### src/rtl/torus_point_depth_shader_defines.svh
// ----------------------------------------------------------------------------
// Torus point depth shader assertion macros
// Shared property wrappers for the shader's concurrent checks.
// ----------------------------------------------------------------------------
`ifndef TORUS_POINT_DEPTH_SHADER_DEFINES_SVH
`define TORUS_POINT_DEPTH_SHADER_DEFINES_SVH

// Check that cons holds in the same cycle as ante.
`define TPDS_ASSERT_NOW(lbl, ante, cons) \
    lbl: assert property (@(posedge i_clk) disable iff (!i_rst_n) (ante) |-> (cons)) \
        else $error("shader assertion failed");

// Check that cons holds in the cycle after ante.
`define TPDS_ASSERT_NEXT(lbl, ante, cons) \
    lbl: assert property (@(posedge i_clk) disable iff (!i_rst_n) (ante) |=> (cons)) \
        else $error("shader assertion failed");

`endif

### src/rtl/tpds_pkg.sv
`timescale 1ns / 1ps
// ----------------------------------------------------------------------------
// Torus point depth shader package
// Shared types, widths, codes and constant tables.
// ----------------------------------------------------------------------------
package tpds_pkg;

    localparam int GRID_COLS     = 128;
    localparam int GRID_ROWS     = 64;
    localparam int DEPTH_CELLS   = GRID_COLS * GRID_ROWS;
    localparam int ADDR_W        = $clog2(DEPTH_CELLS);
    localparam int PX_W          = 7;
    localparam int PY_W          = 6;
    localparam int TRIG_W        = 16;
    localparam int LEN_W         = 16;
    localparam int DEPTH_W       = 24;
    localparam int VAR_W         = 26;
    localparam int MUL_B_W       = 17;
    localparam int PROD_W        = VAR_W + MUL_B_W;
    localparam int FRAC_W        = 14;
    localparam int DEN_W         = 23;
    localparam int DIV_D_W       = DEN_W + 8;
    localparam int DIV_N_W       = PROD_W;
    localparam int DIV_Q_W       = DIV_N_W + 1;
    localparam int N_STEPS       = 20;
    localparam int STEP_W        = $clog2(N_STEPS);
    localparam int GLYPH_LAST    = 11;

    localparam logic signed [DEPTH_W-1:0] DEPTH_EMPTY = {1'b1, {(DEPTH_W-1){1'b0}}};

    localparam logic OP_FRAME = 1'b0;
    localparam logic OP_POINT = 1'b1;

    typedef enum logic [1:0] {
        REG_TUBE_RADIUS,
        REG_RING_RADIUS,
        REG_SCREEN_SCALE,
        REG_OBJECT_OFFSET
    } t_reg_idx;

    typedef struct packed {
        logic                     op;
        logic signed [TRIG_W-1:0] rot_sin_d;
        logic signed [TRIG_W-1:0] rot_cos_d;
        logic signed [TRIG_W-1:0] rot_sin_a;
        logic signed [TRIG_W-1:0] rot_cos_a;
        logic signed [TRIG_W-1:0] pt_sin_psi;
        logic signed [TRIG_W-1:0] pt_cos_psi;
        logic signed [TRIG_W-1:0] pt_sin_theta;
        logic signed [TRIG_W-1:0] pt_cos_theta;
    } t_in_item;

    typedef struct packed {
        logic [PX_W-1:0] pixel_x;
        logic [PY_W-1:0] pixel_y;
        logic [7:0]      glyph;
    } t_out_item;

    // Classified command: frame carries sd,cd,sa,ca; point carries sp,cp,st,ct.
    typedef struct packed {
        logic                     is_frame;
        logic signed [TRIG_W-1:0] t0;
        logic signed [TRIG_W-1:0] t1;
        logic signed [TRIG_W-1:0] t2;
        logic signed [TRIG_W-1:0] t3;
    } t_cmd;

    typedef struct packed {
        logic [LEN_W-1:0] tube_radius;
        logic [LEN_W-1:0] ring_radius;
        logic [LEN_W-1:0] screen_scale;
        logic [LEN_W-1:0] object_offset;
    } t_cfg;

    typedef struct packed {
        logic init;
        logic busy;
    } t_back_stat;

    typedef enum logic [4:0] {
        V_ZERO, V_TUBE, V_RING, V_CT, V_ST, V_C, V_S, V_U, V_T1, V_W,
        V_NU, V_NT1, V_NW, V_N0, V_Z, V_X, V_Y, V_LUMI
    } t_var;

    typedef enum logic [2:0] {
        T_SD, T_CD, T_SA, T_CA, T_SP, T_CP, T_ST, T_CT
    } t_trig;

    // dst = base +/- floor(a * b / 2^14)
    typedef struct packed {
        t_var  a;
        t_trig b;
        t_var  base;
        t_var  dst;
        logic  sub;
    } t_step;

    function automatic t_step step_rom(input logic [STEP_W-1:0] idx);
        t_step s;
        unique case (idx)
            5'd0:    s = '{V_TUBE, T_CT, V_RING, V_C,    1'b0};
            5'd1:    s = '{V_TUBE, T_ST, V_ZERO, V_S,    1'b0};
            5'd2:    s = '{V_C,    T_CP, V_ZERO, V_U,    1'b0};
            5'd3:    s = '{V_U,    T_SD, V_ZERO, V_T1,   1'b0};
            5'd4:    s = '{V_S,    T_CD, V_T1,   V_T1,   1'b0};
            5'd5:    s = '{V_C,    T_SP, V_ZERO, V_W,    1'b0};
            5'd6:    s = '{V_T1,   T_CA, V_ZERO, V_Z,    1'b0};
            5'd7:    s = '{V_W,    T_SA, V_Z,    V_Z,    1'b0};
            5'd8:    s = '{V_U,    T_CD, V_ZERO, V_X,    1'b0};
            5'd9:    s = '{V_S,    T_SD, V_X,    V_X,    1'b1};
            5'd10:   s = '{V_T1,   T_SA, V_ZERO, V_Y,    1'b0};
            5'd11:   s = '{V_W,    T_CA, V_Y,    V_Y,    1'b1};
            5'd12:   s = '{V_CT,   T_CP, V_ZERO, V_NU,   1'b0};
            5'd13:   s = '{V_NU,   T_SD, V_ZERO, V_NT1,  1'b0};
            5'd14:   s = '{V_ST,   T_CD, V_NT1,  V_NT1,  1'b0};
            5'd15:   s = '{V_CT,   T_SP, V_ZERO, V_NW,   1'b0};
            5'd16:   s = '{V_NU,   T_CD, V_ZERO, V_N0,   1'b0};
            5'd17:   s = '{V_ST,   T_SD, V_N0,   V_N0,   1'b1};
            5'd18:   s = '{V_NT1,  T_CA, V_N0,   V_LUMI, 1'b0};
            5'd19:   s = '{V_NW,   T_SA, V_LUMI, V_LUMI, 1'b0};
            default: s = '{V_ZERO, T_SD, V_ZERO, V_ZERO, 1'b0};
        endcase
        return s;
    endfunction

    function automatic logic [7:0] glyph_rom(input logic [3:0] idx);
        logic [7:0] g;
        unique case (idx)
            4'd0:    g = 8'h2E; // .
            4'd1:    g = 8'h2C; // ,
            4'd2:    g = 8'h2D; // -
            4'd3:    g = 8'h7E; // ~
            4'd4:    g = 8'h3A; // :
            4'd5:    g = 8'h3B; // ;
            4'd6:    g = 8'h3D; // =
            4'd7:    g = 8'h21; // !
            4'd8:    g = 8'h2A; // *
            4'd9:    g = 8'h23; // #
            4'd10:   g = 8'h24; // $
            default: g = 8'h40; // @
        endcase
        return g;
    endfunction

endpackage

### src/rtl/tpds_front.sv
`timescale 1ns / 1ps
// ----------------------------------------------------------------------------
// Torus point depth shader front end
// Accepts input transactions, sorts them into commands, queues them.
// ----------------------------------------------------------------------------
module tpds_front import tpds_pkg::*; (
    input  logic     i_clk,
    input  logic     i_rst_n,
    input  logic     i_in_valid,
    input  t_in_item i_in_data,
    output logic     o_in_stall,
    input  logic     i_hold,
    output logic     o_cmd_valid,
    output t_cmd     o_cmd,
    input  logic     i_cmd_pop
);

    localparam int Q_DEPTH = 2;
    localparam int PTR_W   = $clog2(Q_DEPTH);
    localparam int CNT_W   = $clog2(Q_DEPTH + 1);

    t_cmd             r_q [Q_DEPTH];
    logic [PTR_W-1:0] r_wr;
    logic [PTR_W-1:0] r_rd;
    logic [CNT_W-1:0] r_count;
    logic             push;
    logic             pop;
    t_cmd             cmd;

    assign o_in_stall  = (r_count == CNT_W'(Q_DEPTH)) || i_hold;
    assign push        = i_in_valid && !o_in_stall;
    assign o_cmd_valid = (r_count != '0);
    assign pop         = i_cmd_pop && o_cmd_valid;
    assign o_cmd       = r_q[r_rd];

    // Keep only the trig that the command needs.
    always_comb begin
        cmd.is_frame = (i_in_data.op == OP_FRAME);
        if (cmd.is_frame) begin
            cmd.t0 = i_in_data.rot_sin_d;
            cmd.t1 = i_in_data.rot_cos_d;
            cmd.t2 = i_in_data.rot_sin_a;
            cmd.t3 = i_in_data.rot_cos_a;
        end else begin
            cmd.t0 = i_in_data.pt_sin_psi;
            cmd.t1 = i_in_data.pt_cos_psi;
            cmd.t2 = i_in_data.pt_sin_theta;
            cmd.t3 = i_in_data.pt_cos_theta;
        end
    end

    always_ff @(posedge i_clk) begin
        if (push) begin
            r_q[r_wr] <= cmd;
        end
        if (!i_rst_n) begin
            r_wr    <= '0;
            r_rd    <= '0;
            r_count <= '0;
        end else begin
            if (push) begin
                r_wr <= r_wr + 1'b1;
            end
            if (pop) begin
                r_rd <= r_rd + 1'b1;
            end
            if (push && !pop) begin
                r_count <= r_count + 1'b1;
            end else if (pop && !push) begin
                r_count <= r_count - 1'b1;
            end
        end
    end

endmodule

### config.mk
export PLATFORM = sky130hd
export DESIGN_NAME = tpds_front
export DESIGN_NICKNAME = d
export VERILOG_FILES = /design/src/rtl/torus_point_depth_shader_defines.svh /design/src/rtl/tpds_pkg.sv /design/src/rtl/tpds_front.sv
export SDC_FILE = /design/constraint.sdc
export NUM_CORES = 1
export LEC_CHECK = 0
export CAP_MARGIN = 10
export CELL_PAD_IN_SITES_DETAIL_PLACEMENT = 1
export CELL_PAD_IN_SITES_GLOBAL_PLACEMENT = 1
export CORE_ASPECT_RATIO = 0.9
export CORE_MARGIN = 2
export CORE_UTILIZATION = 25
export DETAILED_ROUTE_END_ITERATION = 12
export DONT_BUFFER_PORTS = 1
export HOLD_SLACK_MARGIN = 0.02
export PLACE_DENSITY = 0.42
export SYNTH_ARGS = -nofsm -noshare
export SYNTH_HDL_FRONTEND = slang
export SYNTH_SLANG_ARGS = --single-unit
### constraint.sdc
create_clock -name i_clk -period 8.6 [get_ports i_clk]
set_clock_uncertainty 0.1 [all_clocks]
set_input_delay 1.29 -clock i_clk [delete_from_list [all_inputs] [get_ports i_clk]]
set_output_delay 1.29 -clock i_clk [all_outputs]
set_load 0.05 [all_outputs]
## Word-level counts from Yosys, hierarchy flattened

Memories as Yosys holds them, arrays and structs flattened. A register that Yosys moved wholly into a read port is not among the register bits.
Index checks and enable logic that the tools add are counted.

- Bits in registers: 4
- Memories: 1
- RAM bits: 130

Memory list:

| name | words | bits a word | rd ports | clocked after Yosys merged registers in | wr ports | line | RTL |
|---|---|---|---|---|---|---|---|
| r_q | 2 | 65 | 1 | 1 | 1 | tpds_front.sv:22 | `t_cmd r_q [Q_DEPTH];` |

- Equality and inequality tests: 1
- Bitwise logic cells: 1
- Multiplexer cells: 7
- Add/sub/neg operators: 4
- Reductions and logical operators: 10

Operators with widths:

| cell | number |
|---|---|
| $mux W64 | 1 |
| $logic_and A1 B1 Y1 | 4 |
| $mux W1 | 4 |
| $mux W2 | 2 |
| $reduce_bool A2 Y1 | 2 |
| $logic_not A1 Y1 | 3 |
| $add A1 B1 Y1 const B | 2 |
| $add A2 B1 Y2 const B | 1 |
| $eq A2 B2 Y1 const B | 1 |
| $sub A2 B1 Y2 const B | 1 |
| $logic_or A1 B1 Y1 | 1 |
| $not A1 Y1 | 1 |

## Depth between registers and ports, before layout

Gate-level depths: netlist of run 1.

- Depth after elaboration: 8
- Mapped depth: 6
- Gate-level depth less buffers: 6

## Worst setup path after synthesis of run 1

No wires, ideal clock.

- Kind: in2reg
- Start point: input port i_in_valid
- End point: memory r_q[0][0] in the netlist's numbering, enable pin
- Setup time: 496 ps
- Required time: 8004 ps
- Path buffers: 0
- Cell stages on the path: 3
- Arrival time: 4528 ps
- Setup slack: 3476 ps
- Path through: nor2b_1 and2_1 nor2b_1

- Word-level cells in the longest chain between the ends: 3

Ends and longest elaborated chain:

| element | line | RTL |
|---|---|---|
| start, declared | tpds_front.sv:9 | `input logic i_in_valid,` |
| $logic_and A1 B1 Y1 | tpds_front.sv:31 | `assign push = i_in_valid && !o_in_stall;` |
| net push | tpds_front.sv:26 | `logic push;` |
| $mux W1 | tpds_front.sv:53 | `if (push) begin` |
| $mux W1 (implied by the code) | tpds_front.sv:54 | `r_q[r_wr] <= cmd;` |
| end, declared | tpds_front.sv:22 |  |

The timed path passes the listed nets, and every way through them passes these cells.

==> results.md, run 1 <==
* Die Span Y at 147 µm
* Final #Nets at 442
* Max Freq at 289 MHz
* Global route overflow at 0
* Syn nets at 435
* CP top delay family: flip-flops
* Largest net degree at the start of global routing at 66
* Drt drc at 0
* Yosys reg bits at 135
* Syn Std Cell Area at 5720 µm²
* Count of cell types in the netlist at 22
* LEAKAGE at 0.00210 µW
* Setup violations, final at 0
* TritonCTS buffer count at 17
* Kind of end point of the critical path: output port
* Vias at 2649
* Fillers at 2260
* Critical path peak fanout at 65
* Worst skew pair latency at 410 ps
* Die Wd at 163 µm
* All-Layer GR Usage at 9.54%
* Diodes inserted at 0
* Final WL at 11.4 mm
* Cells after Synth at 300
* Pwr/cell area at 322 nW/µm²
* Vias in the first global route at 2887
* Synthesis-to-finish area growth at 15.1%
* Antenna violations before repair at 0
* Mean Syn Cell Area at 19.1 µm²
* Layout cells sized above 1 at 17.8%
* Starting density of the core at 25.5%
* Post-CTS Setup Repair Bufs at 0
* Fin crit share at 40.2%
* Relative max-transition margin at 33.7%
* Tightest Pin Transition at 995 ps
* CP max stage cell: dfxtp_4
* Routed Antenna Nets at 0
* First-pass detailed-route iteration total at 3
* Critical Setup Path Class: reg -> out
* Hpwl dp at 6.88 mm
* CP arrival at 2070 ps
* Nature of the critical path startpoint: register
* H-tree levels at 4
* GP Congestion at 0.655
* Max VDD drop at 111 µV
* Die Footprint at 24100 µm²
* Ys Warns at 0
* Final Core Density at 29.3%
* Initial DRC Count at 76
* FP Rows at 52
* First-pass GRT wire length at 16.8 mm
* CP Buf/Inv Count at 0
* Seq/Total Area, Yosys at 70.0%
* CP required at 7210 ps
* Setup repair after global routing missed its margin: no
* Slew Limit Fails at 0
* FF/Latch Area at 4010 µm²
* Multi-input gate area at 1610 µm²
* Vias/cell at 4.29
* Crit path time final at 3460 ps
* Hold-fix buffers, CTS at 0
* Final hold vios at 0
* Status: complete, no violations
* Hold Crit Class: reg -> reg
* Clock Path Buffers at 2
* DR WL/cell at 18.4 µm
* IO Count at 201
* Hold slack final at 416 ps
* Num Clock Sinks at 135
* Max-cap violations at 0
* Buffers on Ports at 0
* Clk root buf: clkbuf_16
* Fin Setup TNS at 0 ps
* Crit path cell chain: mux2_1
* Clock transition at the registers of the reported paths at 60 ps
* CTS tree: built
* Core area at 22400 µm²
* CP peak stage delay at 1010 ps
* Resize count post-CTS at 0
==> final timing paths <==
path	start	to	slack, ps	cells past startpoint
min reg2reg	r_wr$_SDFFE_PN0P_	r_wr$_SDFFE_PN0P_	420	2
min	r_wr$_SDFFE_PN0P_	r_wr$_SDFFE_PN0P_	420	2
max	register	o_cmd[34]	5140	1
max reg2reg	r_count[0]$_SDFFE_PN0P_	r_q[0][51]$_DFFE_PP_	6310	4
==> placed cells by master, fill, tap and decap left out, drive strengths merged <==
cell type  instances
buf                2
dfxtp              5
clkinvlp           3
bufinv             2
nand2              1
mux2             129
xnor2              2
or2                1
or3                1
xor2               1
ha                 1
o21ai              3
inv                5
and3               1
edfxtp           130
clkbuf            18
clkinv             5
nand2b             2
and2               4
nor2b              2
a21boi             1
nand4b             1
==> cell usage after synthesis <==
cell | count | area (µm²)
nand2b_1 | 2 | 12.5
buf_4 | 6 | 45.0
and2_1 | 4 | 25.0
dfxtp_1 | 5 | 100
inv_1 | 1 | 3.75
nor2b_1 | 2 | 12.5
or3_1 | 1 | 6.26
mux2_1 | 109 | 1230
or2_2 | 1 | 6.26
buf_2 | 3 | 15.0
mux2_2 | 20 | 225
a21boi_1 | 1 | 7.51
and3_1 | 1 | 6.26
o21ai_0 | 1 | 5.00
nand4b_1 | 1 | 8.76
xor2_1 | 1 | 8.76
buf_6 | 5 | 56.3
xnor2_1 | 2 | 17.5
nand2_1 | 1 | 3.75
ha_1 | 1 | 12.5
o21ai_1 | 2 | 10.0
edfxtp_1 | 130 | 3900
==> sequential cells by signal (all words and copies together), names as in the netlist, named ones only <==
name     count
r_count      2
r_q        130
r_rd         1
r_wr         1
==> final cells by class <==
class	instances	share of cell area, %
Clock buffer	18	6.52
Clock inverter	14	2.28
Inverter	1	0.0570
Multi-Input combinational cell	150	24.4
Sequential cell	135	60.9
Tap cell	297	5.64
Timing Repair Buffer	2	0.228
==> report_power, final <==
part	internal, µW	switching, µW
Sequential	792	65.4
Combinational	116	430
Clock	430	289
Total	1340	784
==> cells by family (layout without fill, tap and decap cells) <==
kind of cell    after synthesis  after routing  share of synthesized area, %
fa+ha+maj                     1              1                         0.219
buf+inv                      15             35                          2.10
flops                       135            135                          70.0
compound gates                4              4                         0.394
mux                         129            129                          25.4
xor+xnor                      3              3                         0.460
simple gates                 13             13                          1.42
==> routing by layer <==
layer	routed length (µm)	track usage (%)
met1	4370	10.3
met2	5760	16.1
met3	1000	4.15
met4	238	4.47
met5	0	0
==> stage by stage <==
stage	setup slack (ps)	instances	power (µW)	area [µm²]
global route	4980	617	2210	6590
CTS	5020	617	2170	6590
detailed placement	5300	585	1430	6010
floorplan	3480	300	1380	5720
finish	5140	617	2120	6590
global placement	5320	585	1430	6010
No activity file was read; power rests on OpenSTA's default activity.
==> run 2, diff against run 1 <==
Settings changed: ABC_AREA from default to 1, PLACE_DENSITY 0.42 to 0.44.
Clock period 8.6 ns to 3.65 ns, I/O delays scaled along.
==> run 2 against run 1 <==
  * Utilization grew 0.075 points
  * Critical path depth grew 1
  * Design area grew 4.3%
  * Via count grew 24%
  * Clock power grew 140%
  * Setup slack lost 4100 ps
  * Global-route usage grew 1.2 points
  * Routed wire length grew 16%
  * Sequential share of layout area shrank 2.5 points
  * Clock-buffer cell count shrank 1
  * Largest cell class unchanged
  * Flip-flop and latch count is the same
  * Critical endpoint is now o_cmd[62]
==> results.md, run 2 <==
* Drt drc at 0 (unchanged)
* Vias/cell at 4.29 (about the same)
* Critical path peak fanout at 39 (was 65)
* Most instantiated cells after synthesis: nand2_1, edfxtp_1, mux2_4 (was edfxtp_1, mux2_1, mux2_2)
* DR WL/cell at 17.2 µm (was 18.4 µm)
* Diodes inserted at 0 (unchanged)
* Most common cell after layout, fill and taps aside: nand2_1 (was edfxtp_1)
* Crit path time final at 2570 ps
* Post-synth EDFFs at 130 (unchanged)
* Clk root buf: clkbuf_16 (unchanged)
* Hold-fix buffers, CTS at 0 (unchanged)
* Global route overflow at 0 (unchanged)
* FP Rows at 53 (was 52)
* Tightest Pin Transition at 621 ps (was 995 ps)
* CP arrival at 1930 ps (was 2070 ps)
* Core area at 23300 µm² (was 22400 µm²)
* Final #Nets at 587 (was 442)
* Syn Std Cell Area at 5950 µm² (was 5720 µm²)
* Final WL at 13.2 mm (was 11.4 mm)
* CP required at 3000 ps (was 7210 ps)
* Top flop regs: r_q (130), r_count (2) (unchanged)
* Finished Layout Cells at 767 (was 617)
* Ys flop type: edfxtp_1 (unchanged)
* Setup repair after global routing missed its margin: no (unchanged)
* Buffers on Ports at 0 (unchanged)
* Max-cap violations at 0 (unchanged)
* Cells after Synth at 450 (was 300)
* IO Count at 201 (unchanged)
* Largest net degree at the start of global routing at 67 (was 66)
* Resize count post-CTS at 0 (unchanged)
* Fin crit share at 70.5%
* Routed Antenna Nets at 0 (unchanged)
* First-pass detailed-route iteration total at 4 (was 3)
* Synth async-reset ratio at 0% (unchanged)
* Post-synthesis mux area share at 15.5% (was 25.4%)
* Design Area, Final at 6870 µm² (was 6590 µm²)
* Simple-Gate Fraction of Synth Area at 13.6% (was 1.42%)
* First-pass GRT wire length at 20.1 mm (was 16.8 mm)
* Initial DRC Count at 147 (was 76)
* TritonCTS buffer count at 17 (unchanged)
* Post-Synth XOR/XNOR Area at 0% (was 0.459%)
* Layout cells sized above 1 at 22.6% (was 17.8%)
* Cell accounting for the most synthesized area: edfxtp_1 (unchanged)
* Hold Crit Start: i_rst_n (was r_wr$_SDFFE_PN0P_)
* Final hold vios at 0 (unchanged)
* Vias at 3290 (was 2649)
* Synth Area in Compound Gates at 0.294% (was 0.394%)
* Most frequent cells in the layout: nand2_1, edfxtp_1, mux2_4, clkbuf_16, mux2_2 (was edfxtp_1, mux2_1, mux2_2, clkbuf_16)
* Critical Setup Path Class: reg -> out (unchanged)
* Num Clock Sinks at 135 (unchanged)
* CTS tree: built (unchanged)
* Count of cell types in the netlist at 15 (was 22)
* Worst R2R Start: r_count[0]$_SDFFE_PN0P_ (unchanged)
* Ys Warns at 0 (unchanged)
* H-tree levels at 4 (unchanged)
* Most flop-heavy register: r_q (unchanged)
* Die Wd at 167 µm (was 163 µm)
* Die Footprint at 25000 µm² (was 24100 µm²)
* Vias in the first global route at 3525 (was 2887)
* Fin Setup TNS at 0 ps (unchanged)
* All-Layer GR Usage at 10.7% (was 9.54%)
* Post-CTS Setup Repair Bufs at 0 (unchanged)
* Worst skew pair latency at 410 ps (about the same)
* Mean Syn Cell Area at 13.2 µm² (was 19.1 µm²)
* Yosys reg bits at 135 (unchanged)
* Antenna violations before repair at 0 (unchanged)
* Adder-cell share of the synthesized area at 0.210% (was 0.219%)
* Setup violations, final at 0 (unchanged)
* Hpwl dp at 8.83 mm (was 6.88 mm)
* Synthesis-to-finish area growth at 15.4% (was 15.1%)
* Max Freq at 388 MHz
* Starting density of the core at 25.5% (about the same)
* Most numerous cell in the Yosys netlist: nand2_1 (was edfxtp_1)
* Flip-flop count of the largest register after layout at 130 (unchanged)
* Hold Crit Class: in -> reg (was reg -> reg)
* Max VDD drop at 237 µV (was 111 µV)
* LEAKAGE at 0.00265 µW (was 0.00210 µW)
* Relative max-transition margin at 58.6% (was 33.7%)
* GP Congestion at 0.761 (was 0.655)
* Dpl cells at 734 (was 585)
* Slew Limit Fails at 0 (unchanged)
* Area after DPL at 6250 µm² (was 6010 µm²)
* Leading post-synthesis cells by cell area: edfxtp_1, nand2_1, mux2_4 (was edfxtp_1, mux2_1, mux2_2)
* Main combinational cell family by area after synthesis: multiplexers (unchanged)
* Status: complete, no violations (unchanged)
* Nature of the critical path startpoint: register (unchanged)
* Pwr/cell area at 671 nW/µm² (was 322 nW/µm²)
* Kind of end point of the critical path: output port (unchanged)
* Syn nets at 585 (was 435)
* Clock transition at the registers of the reported paths at 60 ps (about the same)
* Clock Path Buffers at 2 (unchanged)
* Area share of the largest cell type after synthesis at 65.6% (was 68.3%)
* Seq/Total Area, Yosys at 67.3% (was 70.0%)
* Die Span Y at 150 µm (was 147 µm)
## run 2: changes by cell type after synthesis, moves of 11 or more
cell     previous run  this run
buf_2               3        15
inv_1               1        12
mux2_1            109         0
nand2_1             1       203
mux2_4              0        50
## run 2: cell families after synthesis
kind of cell | Yosys count
muxes | 65
adders and majority gates | 1
buffers and inverters | 33
AOI/OAI and AO/OA | 3
and+or+nand+nor | 213
DFF | 135
## run 2: cell type report
| class | instances | area [µm²] |
|---|---|---|
| tap | 302 | 378 |
| fill | 2517 | 16500 |
| sequential | 135 | 4010 |
| clock buffer | 17 | 425 |
| inverter | 12 | 45.0 |
| timing repair buffer | 4 | 80.1 |
| clock inverter | 15 | 165 |
| multi-input combinational | 282 | 1760 |
## run 2: through the flow
| step | worst slack (ps) | hold WS (ps) | utilization, % | total power, µW |
|---|---|---|---|---|
| 2_1_floorplan | 686 | 367 | - | 2850 |
| 3_3_place_gp | 1480 | 382 | 26.8 | 2930 |
| 3_5_place_dp | 1440 | 400 | 26.8 | 2960 |
| 4_1_cts | 995 | 132 | 29.3 | 4690 |
| 5_1_grt | 947 | 130 | 29.4 | 4810 |
| 6_report | 1080 | 158 | 29.4 | 4610 |
## run 2: metal layers
metal | global-route usage (%) | up-vias | routed length (µm)
met3 | 4.63 | 13 | 1170
met4 | 4.48 | 0 | 200
met2 | 17.0 | 128 | 6230
li1 | - | 1547 | -
met1 | 12.9 | 1602 | 5610
met5 | 0 | - | 0
## run 2: final timing paths
check                            end  slack (ps)  cells after the start
max reg2reg     r_q[1][57]$_DFFE_PP_        1700                      5
min          r_count[1]$_SDFFE_PN0P_         160                      2
min reg2reg        r_rd$_SDFFE_PN0P_         420                      2
max                        o_cmd[62]        1080                      2
## run 2: report_power, final
group	switching [µW]	internal [µW]	leakage (µW)	total [µW]
sequential	63.7	1820	0.00124	1890
clock	680	1020	0.000289	1700
combinational	736	280	0.00113	1020
total	1480	3120	0.00265	4610
## run 2: critical path, stage by stage (launching register included)
cell	delay, ps
dfxtp_4	660
buf_12	330
mux2_2	510
